[src/rtl/bdq_pkg.sv]
package bdq_pkg;

   localparam int unsigned DEPTH_DEFAULT = 16;
   localparam int unsigned DATA_W        = 32;
   localparam int unsigned CMD_W         = 3;
   localparam int unsigned STATUS_W      = 2;

   typedef enum logic [CMD_W-1:0] {
      CMD_PUSH_FRONT = 3'd0,
      CMD_PUSH_REAR  = 3'd1,
      CMD_POP_FRONT  = 3'd2,
      CMD_POP_REAR   = 3'd3,
      CMD_PEEK_FRONT = 3'd4,
      CMD_PEEK_REAR  = 3'd5,
      CMD_DUMP_FWD   = 3'd6,
      CMD_DUMP_BWD   = 3'd7
   } cmd_type;

   typedef enum logic [STATUS_W-1:0] {
      ST_OK      = 2'd0,
      ST_EMPTY   = 2'd1,
      ST_REFUSED = 2'd2
   } status_type;

   // One result as it leaves the controller.
   typedef struct packed {
      logic signed [DATA_W-1:0] data_out;
      status_type               status;
      logic                     empty_flag;
      logic                     full_flag;
      logic                     last;
   } rsp_item_type;

endpackage

[src/rtl/bdq_mem.sv]
module bdq_mem import bdq_pkg::*; #(
   parameter int unsigned DEPTH = DEPTH_DEFAULT
) (
   input  logic                       clock,
   input  logic                       wr_en,
   input  logic [$clog2(DEPTH)-1:0]   wr_addr,
   input  logic [DATA_W-1:0]          wr_data,
   input  logic                       rd_en,
   input  logic [$clog2(DEPTH)-1:0]   rd_addr,
   output logic [DATA_W-1:0]          rd_data
);

   logic [DATA_W-1:0] slots [DEPTH];
   logic [DATA_W-1:0] rd_data_ff;

   // Read data is registered and holds until the next read.
   always_ff @(posedge clock) begin
      if (wr_en) begin
         slots[wr_addr] <= wr_data;
      end
      if (rd_en) begin
         rd_data_ff <= slots[rd_addr];
      end
   end

   assign rd_data = rd_data_ff;

endmodule

[src/rtl/bdq_ctrl.sv]
module bdq_ctrl import bdq_pkg::*; #(
   parameter int unsigned DEPTH = DEPTH_DEFAULT
) (
   input  logic                       clock,
   input  logic                       reset,
   input  logic                       req_valid,
   output logic                       req_ready,
   input  logic [CMD_W-1:0]           req_cmd,
   input  logic [DATA_W-1:0]          req_data,
   output logic                       item_valid,
   input  logic                       item_ready,
   output rsp_item_type               item,
   output logic                       wr_en,
   output logic [$clog2(DEPTH)-1:0]   wr_addr,
   output logic [DATA_W-1:0]          wr_data,
   output logic                       rd_en,
   output logic [$clog2(DEPTH)-1:0]   rd_addr,
   input  logic [DATA_W-1:0]          rd_data
);

   localparam int unsigned AW = $clog2(DEPTH);
   localparam int unsigned PW = $clog2(DEPTH + 1);

   typedef enum logic [2:0] {
      S_IDLE = 3'b001,
      S_RESP = 3'b010,
      S_DUMP = 3'b100
   } state_type;

   state_type       state_ff, state_in;
   logic [PW-1:0]   front_ff, front_in;
   logic [PW-1:0]   rear_ff, rear_in;
   logic            started_ff, started_in;
   status_type      status_ff, status_in;
   logic            use_rd_ff, use_rd_in;
   logic [AW-1:0]   walk_ff, walk_in;
   logic [AW-1:0]   walk_end_ff, walk_end_in;
   logic            walk_fwd_ff, walk_fwd_in;

   logic [PW-1:0]   front_dec;
   logic [PW-1:0]   rear_dec;
   logic [AW-1:0]   walk_next;
   logic            deque_empty;
   logic            is_full;
   logic            walk_last;

   assign front_dec = front_ff - PW'(1);
   assign rear_dec  = rear_ff - PW'(1);
   assign walk_next = walk_fwd_ff ? (walk_ff + AW'(1)) : (walk_ff - AW'(1));
   assign walk_last = (walk_ff == walk_end_ff);

   // The front never passes the rear, so equal indexes mean empty.
   assign deque_empty = (front_ff == rear_ff);
   assign is_full     = (front_ff == '0) && (rear_ff == PW'(DEPTH));

   assign wr_data = req_data;

   always_comb begin
      state_in    = state_ff;
      front_in    = front_ff;
      rear_in     = rear_ff;
      started_in  = started_ff;
      status_in   = status_ff;
      use_rd_in   = use_rd_ff;
      walk_in     = walk_ff;
      walk_end_in = walk_end_ff;
      walk_fwd_in = walk_fwd_ff;
      req_ready   = 1'b0;
      item_valid  = 1'b0;
      wr_en       = 1'b0;
      wr_addr     = '0;
      rd_en       = 1'b0;
      rd_addr     = '0;

      item.data_out   = '0;
      item.status     = ST_OK;
      item.empty_flag = deque_empty;
      item.full_flag  = is_full;
      item.last       = 1'b1;

      unique case (state_ff)
         S_IDLE: begin
            req_ready = 1'b1;
            if (req_valid) begin
               status_in = ST_OK;
               use_rd_in = 1'b0;
               state_in  = S_RESP;
               unique case (cmd_type'(req_cmd))
                  CMD_PUSH_FRONT: begin
                     if (!started_ff) begin
                        started_in = 1'b1;
                        front_in   = '0;
                        rear_in    = PW'(1);
                        wr_en      = 1'b1;
                        wr_addr    = '0;
                     end else if (front_ff == '0) begin
                        status_in = ST_REFUSED;
                     end else begin
                        front_in = front_dec;
                        wr_en    = 1'b1;
                        wr_addr  = front_dec[AW-1:0];
                     end
                  end
                  CMD_PUSH_REAR: begin
                     if (rear_ff == PW'(DEPTH)) begin
                        status_in = ST_REFUSED;
                     end else begin
                        started_in = 1'b1;
                        wr_en      = 1'b1;
                        wr_addr    = rear_ff[AW-1:0];
                        rear_in    = rear_ff + PW'(1);
                     end
                  end
                  CMD_POP_FRONT, CMD_PEEK_FRONT: begin
                     if (deque_empty) begin
                        status_in = ST_EMPTY;
                     end else begin
                        rd_en     = 1'b1;
                        rd_addr   = front_ff[AW-1:0];
                        use_rd_in = 1'b1;
                        if (cmd_type'(req_cmd) == CMD_POP_FRONT) begin
                           front_in = front_ff + PW'(1);
                        end
                     end
                  end
                  CMD_POP_REAR, CMD_PEEK_REAR: begin
                     if (deque_empty) begin
                        status_in = ST_EMPTY;
                     end else begin
                        rd_en     = 1'b1;
                        rd_addr   = rear_dec[AW-1:0];
                        use_rd_in = 1'b1;
                        if (cmd_type'(req_cmd) == CMD_POP_REAR) begin
                           rear_in = rear_dec;
                        end
                     end
                  end
                  CMD_DUMP_FWD, CMD_DUMP_BWD: begin
                     if (deque_empty) begin
                        status_in = ST_EMPTY;
                     end else begin
                        walk_fwd_in = (cmd_type'(req_cmd) == CMD_DUMP_FWD);
                        walk_in     = walk_fwd_in ? front_ff[AW-1:0] : rear_dec[AW-1:0];
                        walk_end_in = walk_fwd_in ? rear_dec[AW-1:0] : front_ff[AW-1:0];
                        rd_en       = 1'b1;
                        rd_addr     = walk_in;
                        state_in    = S_DUMP;
                     end
                  end
               endcase
            end
         end
         S_RESP: begin
            item_valid    = 1'b1;
            item.data_out = use_rd_ff ? rd_data : '0;
            item.status   = status_ff;
            if (item_ready) begin
               state_in = S_IDLE;
            end
         end
         S_DUMP: begin
            item_valid    = 1'b1;
            item.data_out = rd_data;
            item.last     = walk_last;
            if (item_ready) begin
               if (walk_last) begin
                  state_in = S_IDLE;
               end else begin
                  // Fetch the next word while this one is handed off.
                  rd_en   = 1'b1;
                  rd_addr = walk_next;
                  walk_in = walk_next;
               end
            end
         end
         default: begin
            state_in = S_IDLE;
         end
      endcase
   end

   always_ff @(posedge clock) begin
      if (reset) begin
         state_ff   <= S_IDLE;
         front_ff   <= '0;
         rear_ff    <= '0;
         started_ff <= 1'b0;
      end else begin
         state_ff   <= state_in;
         front_ff   <= front_in;
         rear_ff    <= rear_in;
         started_ff <= started_in;
      end
   end

   always_ff @(posedge clock) begin
      status_ff   <= status_in;
      use_rd_ff   <= use_rd_in;
      walk_ff     <= walk_in;
      walk_end_ff <= walk_end_in;
      walk_fwd_ff <= walk_fwd_in;
   end

endmodule

[src/rtl/bounded_array_deque.sv]
// Push, pop and peek: the result of a taken request goes through the controller's response state
// into the output register; no new request is taken until the last result has been loaded.
// A dump reads one word per cycle from the single read port of the slot memory, while the output
// register accepts them. Synchronous active-high reset clears the front and rear indexes, the
// started mark and all handshake state. Slot memory is not cleared and needs no clearing pass.
module bounded_array_deque import bdq_pkg::*; #(
   parameter int unsigned DEPTH = DEPTH_DEFAULT
) (
   input  logic        clock,
   input  logic        reset,
   input  logic        req_tvalid,
   output logic        req_tready,
   input  logic [31:0] req_tdata,   // [31:0] data_in
   input  logic [2:0]  req_tuser,   // [2:0] cmd
   output logic        rsp_tvalid,
   input  logic        rsp_tready,
   output logic [39:0] rsp_tdata,   // [31:0] data_out, [32] empty_flag, [33] full_flag, zero pad
   output logic [1:0]  rsp_tuser,   // [1:0] status
   output logic        rsp_tlast
);

   // The controller takes one request at a time. Each request is handled by a
   // short sequence: first it is decoded, the indexes are updated and a memory
   // access is started; then its results are handed off one by one. Writes and
   // reads to the same slot can never overlap, because the next request is not
   // taken until the current one has handed off its last result.
   localparam int unsigned AW = $clog2(DEPTH);

   logic               item_valid;
   logic               item_ready;
   rsp_item_type       item;
   logic               wr_en;
   logic [AW-1:0]      wr_addr;
   logic [DATA_W-1:0]  wr_data;
   logic               rd_en;
   logic [AW-1:0]      rd_addr;
   logic [DATA_W-1:0]  rd_data;

   logic               rsp_valid_ff;
   rsp_item_type       rsp_item_ff;

   bdq_ctrl #(
      .DEPTH (DEPTH)
   ) u_ctrl (
      .clock      (clock),
      .reset      (reset),
      .req_valid  (req_tvalid),
      .req_ready  (req_tready),
      .req_cmd    (req_tuser),
      .req_data   (req_tdata),
      .item_valid (item_valid),
      .item_ready (item_ready),
      .item       (item),
      .wr_en      (wr_en),
      .wr_addr    (wr_addr),
      .wr_data    (wr_data),
      .rd_en      (rd_en),
      .rd_addr    (rd_addr),
      .rd_data    (rd_data)
   );

   bdq_mem #(
      .DEPTH (DEPTH)
   ) u_mem (
      .clock   (clock),
      .wr_en   (wr_en),
      .wr_addr (wr_addr),
      .wr_data (wr_data),
      .rd_en   (rd_en),
      .rd_addr (rd_addr),
      .rd_data (rd_data)
   );

   // Output register: the controller may load a new result whenever the
   // register is empty or its current result is being taken in this cycle.
   assign item_ready = !rsp_valid_ff || rsp_tready;

   always_ff @(posedge clock) begin
      if (reset) begin
         rsp_valid_ff <= 1'b0;
      end else if (item_valid && item_ready) begin
         rsp_valid_ff <= 1'b1;
      end else if (rsp_tready) begin
         rsp_valid_ff <= 1'b0;
      end
   end

   always_ff @(posedge clock) begin
      if (item_valid && item_ready) begin
         rsp_item_ff <= item;
      end
   end

   assign rsp_tvalid = rsp_valid_ff;
   assign rsp_tdata  = {6'd0, rsp_item_ff.full_flag, rsp_item_ff.empty_flag,
                        rsp_item_ff.data_out};
   assign rsp_tuser  = rsp_item_ff.status;
   assign rsp_tlast  = rsp_item_ff.last;

endmodule

[config.mk]
export PLATFORM = sky130hd
export DESIGN_NAME = bounded_array_deque
export DESIGN_NICKNAME = d
export VERILOG_FILES = /design/src/rtl/bdq_pkg.sv /design/src/rtl/bdq_mem.sv /design/src/rtl/bdq_ctrl.sv /design/src/rtl/bounded_array_deque.sv
export SDC_FILE = /design/constraint.sdc
export NUM_CORES = 1
export LEC_CHECK = 0
export BUFFER_PORTS_ARGS = -buffer_cell sky130_fd_sc_hd__buf_2
export CAP_MARGIN = 20
export CELL_PAD_IN_SITES_DETAIL_PLACEMENT = 0
export CELL_PAD_IN_SITES_GLOBAL_PLACEMENT = 1
export CORE_ASPECT_RATIO = 0.6
export CORE_MARGIN = 2
export CORE_UTILIZATION = 28
export CTS_CLUSTER_SIZE = 25
export DETAILED_ROUTE_END_ITERATION = 10
export PLACE_DENSITY_LB_ADDON = 0.1
export SETUP_SLACK_MARGIN = 0.2
export SLEW_MARGIN = 10
export SYNTH_ARGS = -nofsm -noshare
export SYNTH_HDL_FRONTEND = slang
export SYNTH_SLANG_ARGS = --single-unit
[constraint.sdc]
create_clock -name clock -period 7.8 [get_ports clock]
set_clock_uncertainty 0.2 [all_clocks]
set_input_delay 0.39 -clock clock [delete_from_list [all_inputs] [get_ports clock]]
set_output_delay 0.39 -clock clock [all_outputs]
set_load 0.02 [all_outputs]
Yosys cells after proc, flatten, opt, wreduce, memory -nomap -nowiden
Memories as Yosys holds them, arrays and structs flattened. A register that Yosys moved wholly into a read port is not among the register bits. Cells that the tools add are included.

Memories kept: 1. Input bits: 39. Memory bits (writable): 512. Bits in registers: 64.

Equality and inequality tests: 27. Bitwise operators: 1. $add $sub $neg: 6. Reductions and logical operators: 24. Muxes and demuxes: 67.

Memories: u_mem.slots (words 16, bits a word 32, rd ports 1, clocked after Yosys merged registers in 1, wr ports 1, RTL line bdq_mem.sv:13) `logic [DATA_W-1:0] slots [DEPTH];`.

Operator list (number): 2-to-1 mux 4 bit (19); case mux 32 bit (2 select lines) (1); 2-to-1 mux 5 bit (8); 2-to-1 mux 32 bit (1); case mux 4 bit (2 select lines) (3); inequality test 2 bit (second input constant) (10); 2-to-1 mux 1 bit (18); 2-to-1 mux 3 bit (6); == test 3 bit (second input constant) (5); case mux 5 bit (3 select lines) (1); case mux 4 bit (3 select lines) (1); AND reduction 4 bit (3); AND reduction 6 bit (2); adder 5 x 1 -> 5 bit (second input constant) (2); case mux 5 bit (2 select lines) (1); subtractor 5 x 1 -> 5 bit (second input constant) (2); == test 3 x 2 -> 1 bit (second input constant) (3); case mux 3 bit (3 select lines) (1); nonzero test 2 bit (4); OR reduction 2 bit (4); AND reduction 7 bit (1); == test 3 x 1 -> 1 bit (second input constant) (2); 2-to-1 mux 2 bit (3); inequality test 2 x 1 -> 1 bit (second input constant) (3); other kinds (18) (21).

Depth between registers and ports, before layout
Depth after elaboration: 8. Mapped depth: 13. Mapped depth without buffers: 11.

By module
From an unflattened synthesis, not the netlist that was laid out.

Cell total of the unflattened synthesis: 1207. Area total of the unflattened synthesis: 23938.0 µm².

By module, submodules not included: bdq_mem (area an instance 20155.6 µm², cells an instance 838, instances 1, sequential area each 16335.7 µm²); bdq_ctrl (area an instance 2567.5 µm², cells an instance 320, instances 1, sequential area each 640.6 µm²); bounded_array_deque (area an instance 1214.9 µm², cells an instance 49, instances 1, sequential area each 1131.1 µm²).

Worst setup path after synthesis
Ideal clock, no wire load.

Path type: register to register. Start point: register u_ctrl.front_ff[0]. End point: memory u_mem.slots[0][0] (enable). Data required time: 7.179 ns. Buffers on the path: 1. Arrival time: 3.285 ns. Slack: 3.894 ns. Library setup time: 0.421 ns. Cell stages (with the launch flop): 11. Period minus slack after synthesis: 3.906 ns. Cell sequence: dfxtp_1 > clkbuf_1 > inv_1 > ha_1 > nor4b_1 > nand3b_1 > nor2_1 > a21oi_1 > and4b_1 > nand2_1 > nor2_1.

Longest elaborated chain between the ends: 8. Elaborated cells on any way between the ends: 14.

Ends and longest elaborated chain: start, declared (RTL line bdq_ctrl.sv:31) `logic [PW-1:0] front_ff, front_in;`; start signal, assigned (RTL line bdq_ctrl.sv:190) `front_ff <= front_in;`; parallel branches: the longest is 8 deep, another holds subtractor 5 x 1 -> 5 bit; end, declared (RTL line bdq_mem.sv:13).

Parallel ways; which one is timed is not known.

Worst setup path in the final report
Start point: register u_ctrl.state_ff[0]. End point: register u_mem.rd_data_ff[30], in the netlist u_mem.rd_data[30], read port of u_mem.slots, data pin.

Longest elaborated chain between the ends: 2. Elaborated cells on any way between the ends: 4.

Ends and longest elaborated chain: start, declared (RTL line bdq_ctrl.sv:30) `state_type state_ff, state_in;`; start signal, assigned (RTL line bdq_ctrl.sv:189) `state_ff <= state_in;`; == test 3 bit or == test 3 x 1 -> 1 bit (tied branches) (RTL line bdq_ctrl.sv:81) `unique case (state_ff)`; case mux 4 bit (2 select lines) or case mux 1 bit (2 select lines) (tied branches) (RTL line bdq_ctrl.sv:81); end, declared (RTL line bdq_mem.sv:14) `logic [DATA_W-1:0] rd_data_ff;`.

Parallel ways exist; a longest one is shown, timed or not. A chain may end at the register's enable or synchronous reset.

==> impl_metrics.env <==
export IMPL_outcome="finished clean"
export IMPL_hold_end="u_ctrl.use_rd_ff"
export IMPL_critPathMaxFanout=85
export IMPL_arrival_ps=4500
export IMPL_antenna_found_initial=4
export IMPL_cts_tree="built"
export IMPL_grtUsageTotal_pct=16.6
export IMPL_initial_core_util_pct=28.4
export IMPL_first_global_vias=14900
export IMPL_synth_area_mm2=0.0244
export IMPL_total_power_mw=7.84
export IMPL_wire_per_inst_um=23.3
export IMPL_port_buffers=77
export IMPL_vdd_drop_max_v=0.000184
export IMPL_ys_seq_area_share_pct=74.2
export IMPL_reg2reg_slack_ps=3480
export IMPL_final_nets=2052
export IMPL_cts_root_buf="clkbuf_16"
export IMPL_final_hold_viol_count=0
export IMPL_clock_path_buffers=3
export IMPL_wl_um=74600
export IMPL_place_congestion=0.758
export IMPL_setup_tns_ps=0
export IMPL_whs_ps=75.2
export IMPL_crit_top_cell="mux2i_1"
export IMPL_dieArea_mm2=0.0896
export IMPL_finalMaxSlewViolations=0
export IMPL_syn2layout_area_growth_pct=17.0
export IMPL_ys_ff_latch=608
export IMPL_powerDensity_mw_per_mm2=275
export IMPL_fillCellCount=8465
export IMPL_max_cap_violations=0
export IMPL_yosysUniqueCellTypes=57
export IMPL_rsz0062_at_grt="no"
export IMPL_reg2reg_from="u_ctrl.state_ff[0]"
export IMPL_remaining_drc_errors=0
export IMPL_worstSetupEndpointType="flop"
export IMPL_max_stage_delay_ps=870
export IMPL_period_needed_ps=4320
export IMPL_cp_required_ps=7970
export IMPL_whs_path_depth=3
export IMPL_critPathKind="reg2reg"
export IMPL_synth_cells=1919
export IMPL_cts_sinks=608
export IMPL_total_leakage_power_nw=9.50
export IMPL_io_pin_count=84
export IMPL_htreeDepth=2
export IMPL_grt_overflow_total=0
export IMPL_ys_warn_count=0
export IMPL_via_per_inst=4.70
export IMPL_hp_class="in2reg"
export IMPL_ant_nets=0
export IMPL_numCtsBuffers=61
export IMPL_syn_avg_cell_area_um2=12.7
export IMPL_synthArstFlopShare_pct=0
export IMPL_crit_chain="nor3b_4, o41ai_2, nor3_1, a21o_4, buf_4, mux2i_1, mux2i_1, a22oi_1, nand3_1"
export IMPL_placementRows=83
export IMPL_coreArea_mm2=0.0859
export IMPL_seq_area_mm2=0.0181
export IMPL_clkTransAtPathRegs_ps=60
export IMPL_drive_gt1_share_pct=11.4
export IMPL_startpoint_type="flop"
export IMPL_synth_edf_count=593
export IMPL_multi_input_area_mm2=0.00592
export IMPL_max_clock_freq_mhz=231
export IMPL_r2r_end="u_mem.rd_data[30]"
export IMPL_setup_viol=0
export IMPL_fp_dieW_um=385
export IMPL_drt_iter0_drc=1166
export IMPL_grt_max_degree=179
export IMPL_crit_path_top_delay_cell="buf_4"
export IMPL_worst_pin_slew_ps=1050
export IMPL_grt_pass1_wl_um=108000
export IMPL_cts_resized=0
export IMPL_worst_hold_startpoint="req_tuser[2]"
export IMPL_first_pass_iters=5
export IMPL_fin_crit_sh_pct=55.4
export IMPL_synthFlopType="edfxtp_1"
export IMPL_slew_headroom_pct=30.2
export IMPL_die_y_um=233
export IMPL_vias=15100
export IMPL_worstRegToRegCells=9
export IMPL_postCtsSetupBuffers=0
export IMPL_hpwlAfterDp_um=35800
export IMPL_clock_latency_ps=650
## placed cells by master (no fill, tap or decap), types with 4 or more instances in the layout
| cell type | instances |
|---|---|
| a211oi_1 | 8 |
| a21oi_1 | 24 |
| a22oi_1 | 31 |
| a31oi_1 | 68 |
| and2_1 | 37 |
| buf_2 | 77 |
| buf_4 | 27 |
| bufinv_16 | 9 |
| clkbuf_1 | 15 |
| clkbuf_16 | 61 |
| clkbuf_8 | 4 |
| clkinv_1 | 11 |
| clkinv_2 | 9 |
| conb_1 | 6 |
| dfxtp_1 | 15 |
| diode_2 | 4 |
| dlygate4sd3_1 | 35 |
| edfxtp_1 | 593 |
| ha_1 | 8 |
| inv_1 | 8 |
| inv_2 | 4 |
| mux2i_1 | 5 |
| nand2_1 | 543 |
| nand2b_1 | 5 |
| nand3_1 | 293 |
| nor2_1 | 40 |
| nor2_4 | 17 |
| nor3_1 | 12 |
| o21ai_0 | 11 |
| or3_1 | 4 |
| xnor2_1 | 4 |
| xor2_1 | 13 |
## through the flow
stage          util [%]  instance area [µm²]  cells  worst slack (ps)
4_1_cts            33.2                28500   3203              3440
3_3_place_gp       30.4                26100   3053              3460
2_1_floorplan         -                24400   1924              3890
6_report           33.2                28500   3207              3480
5_1_grt            33.2                28500   3203              3210
3_5_place_dp       30.4                26100   3053              3470
## worst max-delay path, delay by kind of cell (launching register included)
family                 cells  cell delay (ps)
AO/OA/AOI/OAI              3              880
buffers and inverters      1              870
flip-flops                 1              400
AND/OR/NAND/NOR            3             1270
multiplexers               2              370
## layout make-up
class | instances | share of cell area, %
Clock inverter | 35 | 1.46
Clock buffer | 80 | 5.74
Sequential cell | 608 | 63.4
Timing Repair Buffer | 141 | 3.43
Multi-Input combinational cell | 1180 | 20.7
Inverter | 12 | 0.158
Tap cell | 1147 | 5.03
Antenna cell | 4 | 0.0351
## cell families after synthesis
| logic type | Yosys count | share of synthesized area [%] |
|---|---|---|
| xor gates and xnor gates | 17 | 0.610 |
| adders and majority gates | 9 | 0.492 |
| AOI/OAI and AO/OA | 168 | 4.64 |
| muxes | 5 | 0.205 |
| DFF | 608 | 74.2 |
| and+or+nand+nor | 975 | 17.4 |
| buffers and inverters | 136 | 2.45 |
| other | 1 | 0.0154 |
## where the power goes
part / switching (mW) / leakage [nW] / internal (mW)
Sequential: 0.0527 / 5.47 / 3.72
Clock: 1.31 / 0.997 / 1.78
Combinational: 0.720 / 3.03 / 0.262
## worst max-delay path by stage
stage                            start  slack [ps]           endpoint
floorplan           u_ctrl.front_ff[0]        3890  u_mem.slots[0][0]
detailed placement   u_ctrl.rear_ff[0]        3470  u_mem.rd_data[30]
finish              u_ctrl.state_ff[0]        3480  u_mem.rd_data[30]
CTS                  u_ctrl.rear_ff[0]        3440  u_mem.rd_data[30]
global placement    u_ctrl.state_ff[0]        3460  u_mem.rd_data[30]
global route         u_ctrl.rear_ff[0]        3210  u_mem.rd_data[30]
## metal layers
| layer | part of all wire (%) | track usage (%) | vias up |
|---|---|---|---|
| li1 | - | - | 7108 |
| met1 | 50 | 24.5 | 7581 |
| met2 | 45 | 26.0 | 307 |
| met3 | 3.7 | 2.29 | 88 |
| met4 | 1.6 | 3.45 | 2 |
| met5 | 0.015 | 0 | - |
## sequential cells by signal, summed over array words and instances (netlist names), 2 cells and up
register / flops
u_ctrl.walk_end_ff: 4
rsp_tdata: 34
u_mem.rd_data: 32
u_mem.slots: 512
u_ctrl.status_ff: 2
u_ctrl.rear_ff: 5
u_ctrl.state_ff: 3
rsp_tuser: 2
u_ctrl.walk_ff: 4
u_ctrl.front_ff: 5
## what timing repair did
action	in CTS	in global routing
endpoints found under the hold margin	526	0
hold buffers	35	0
endpoints found under the setup margin	0	0
## cell usage after synthesis (all sizes together), types with 2 or more instances
| cell | count | area share (%) |
|---|---|---|
| a211o | 3 | 0.11 |
| a211oi | 8 | 0.25 |
| a21o | 2 | 0.061 |
| a21oi | 28 | 0.60 |
| a22oi | 31 | 0.95 |
| a31oi | 68 | 1.7 |
| and2 | 38 | 0.97 |
| buf | 43 | 1.0 |
| clkbuf | 81 | 1.2 |
| dfxtp | 15 | 1.2 |
| edfxtp | 593 | 73 |
| ha | 8 | 0.41 |
| inv | 12 | 0.18 |
| mux2i | 5 | 0.21 |
| nand2 | 546 | 8.4 |
| nand2b | 5 | 0.13 |
| nand3 | 294 | 6.0 |
| nand3b | 3 | 0.092 |
| nor2 | 57 | 0.88 |
| nor2b | 4 | 0.10 |
| nor3 | 12 | 0.25 |
| nor3b | 3 | 0.14 |
| o21ai | 13 | 0.27 |
| o31ai | 2 | 0.061 |
| or2 | 3 | 0.077 |
| or3 | 5 | 0.15 |
| xnor2 | 4 | 0.14 |
| xor2 | 13 | 0.47 |
(Power assumes the default switching activity.)
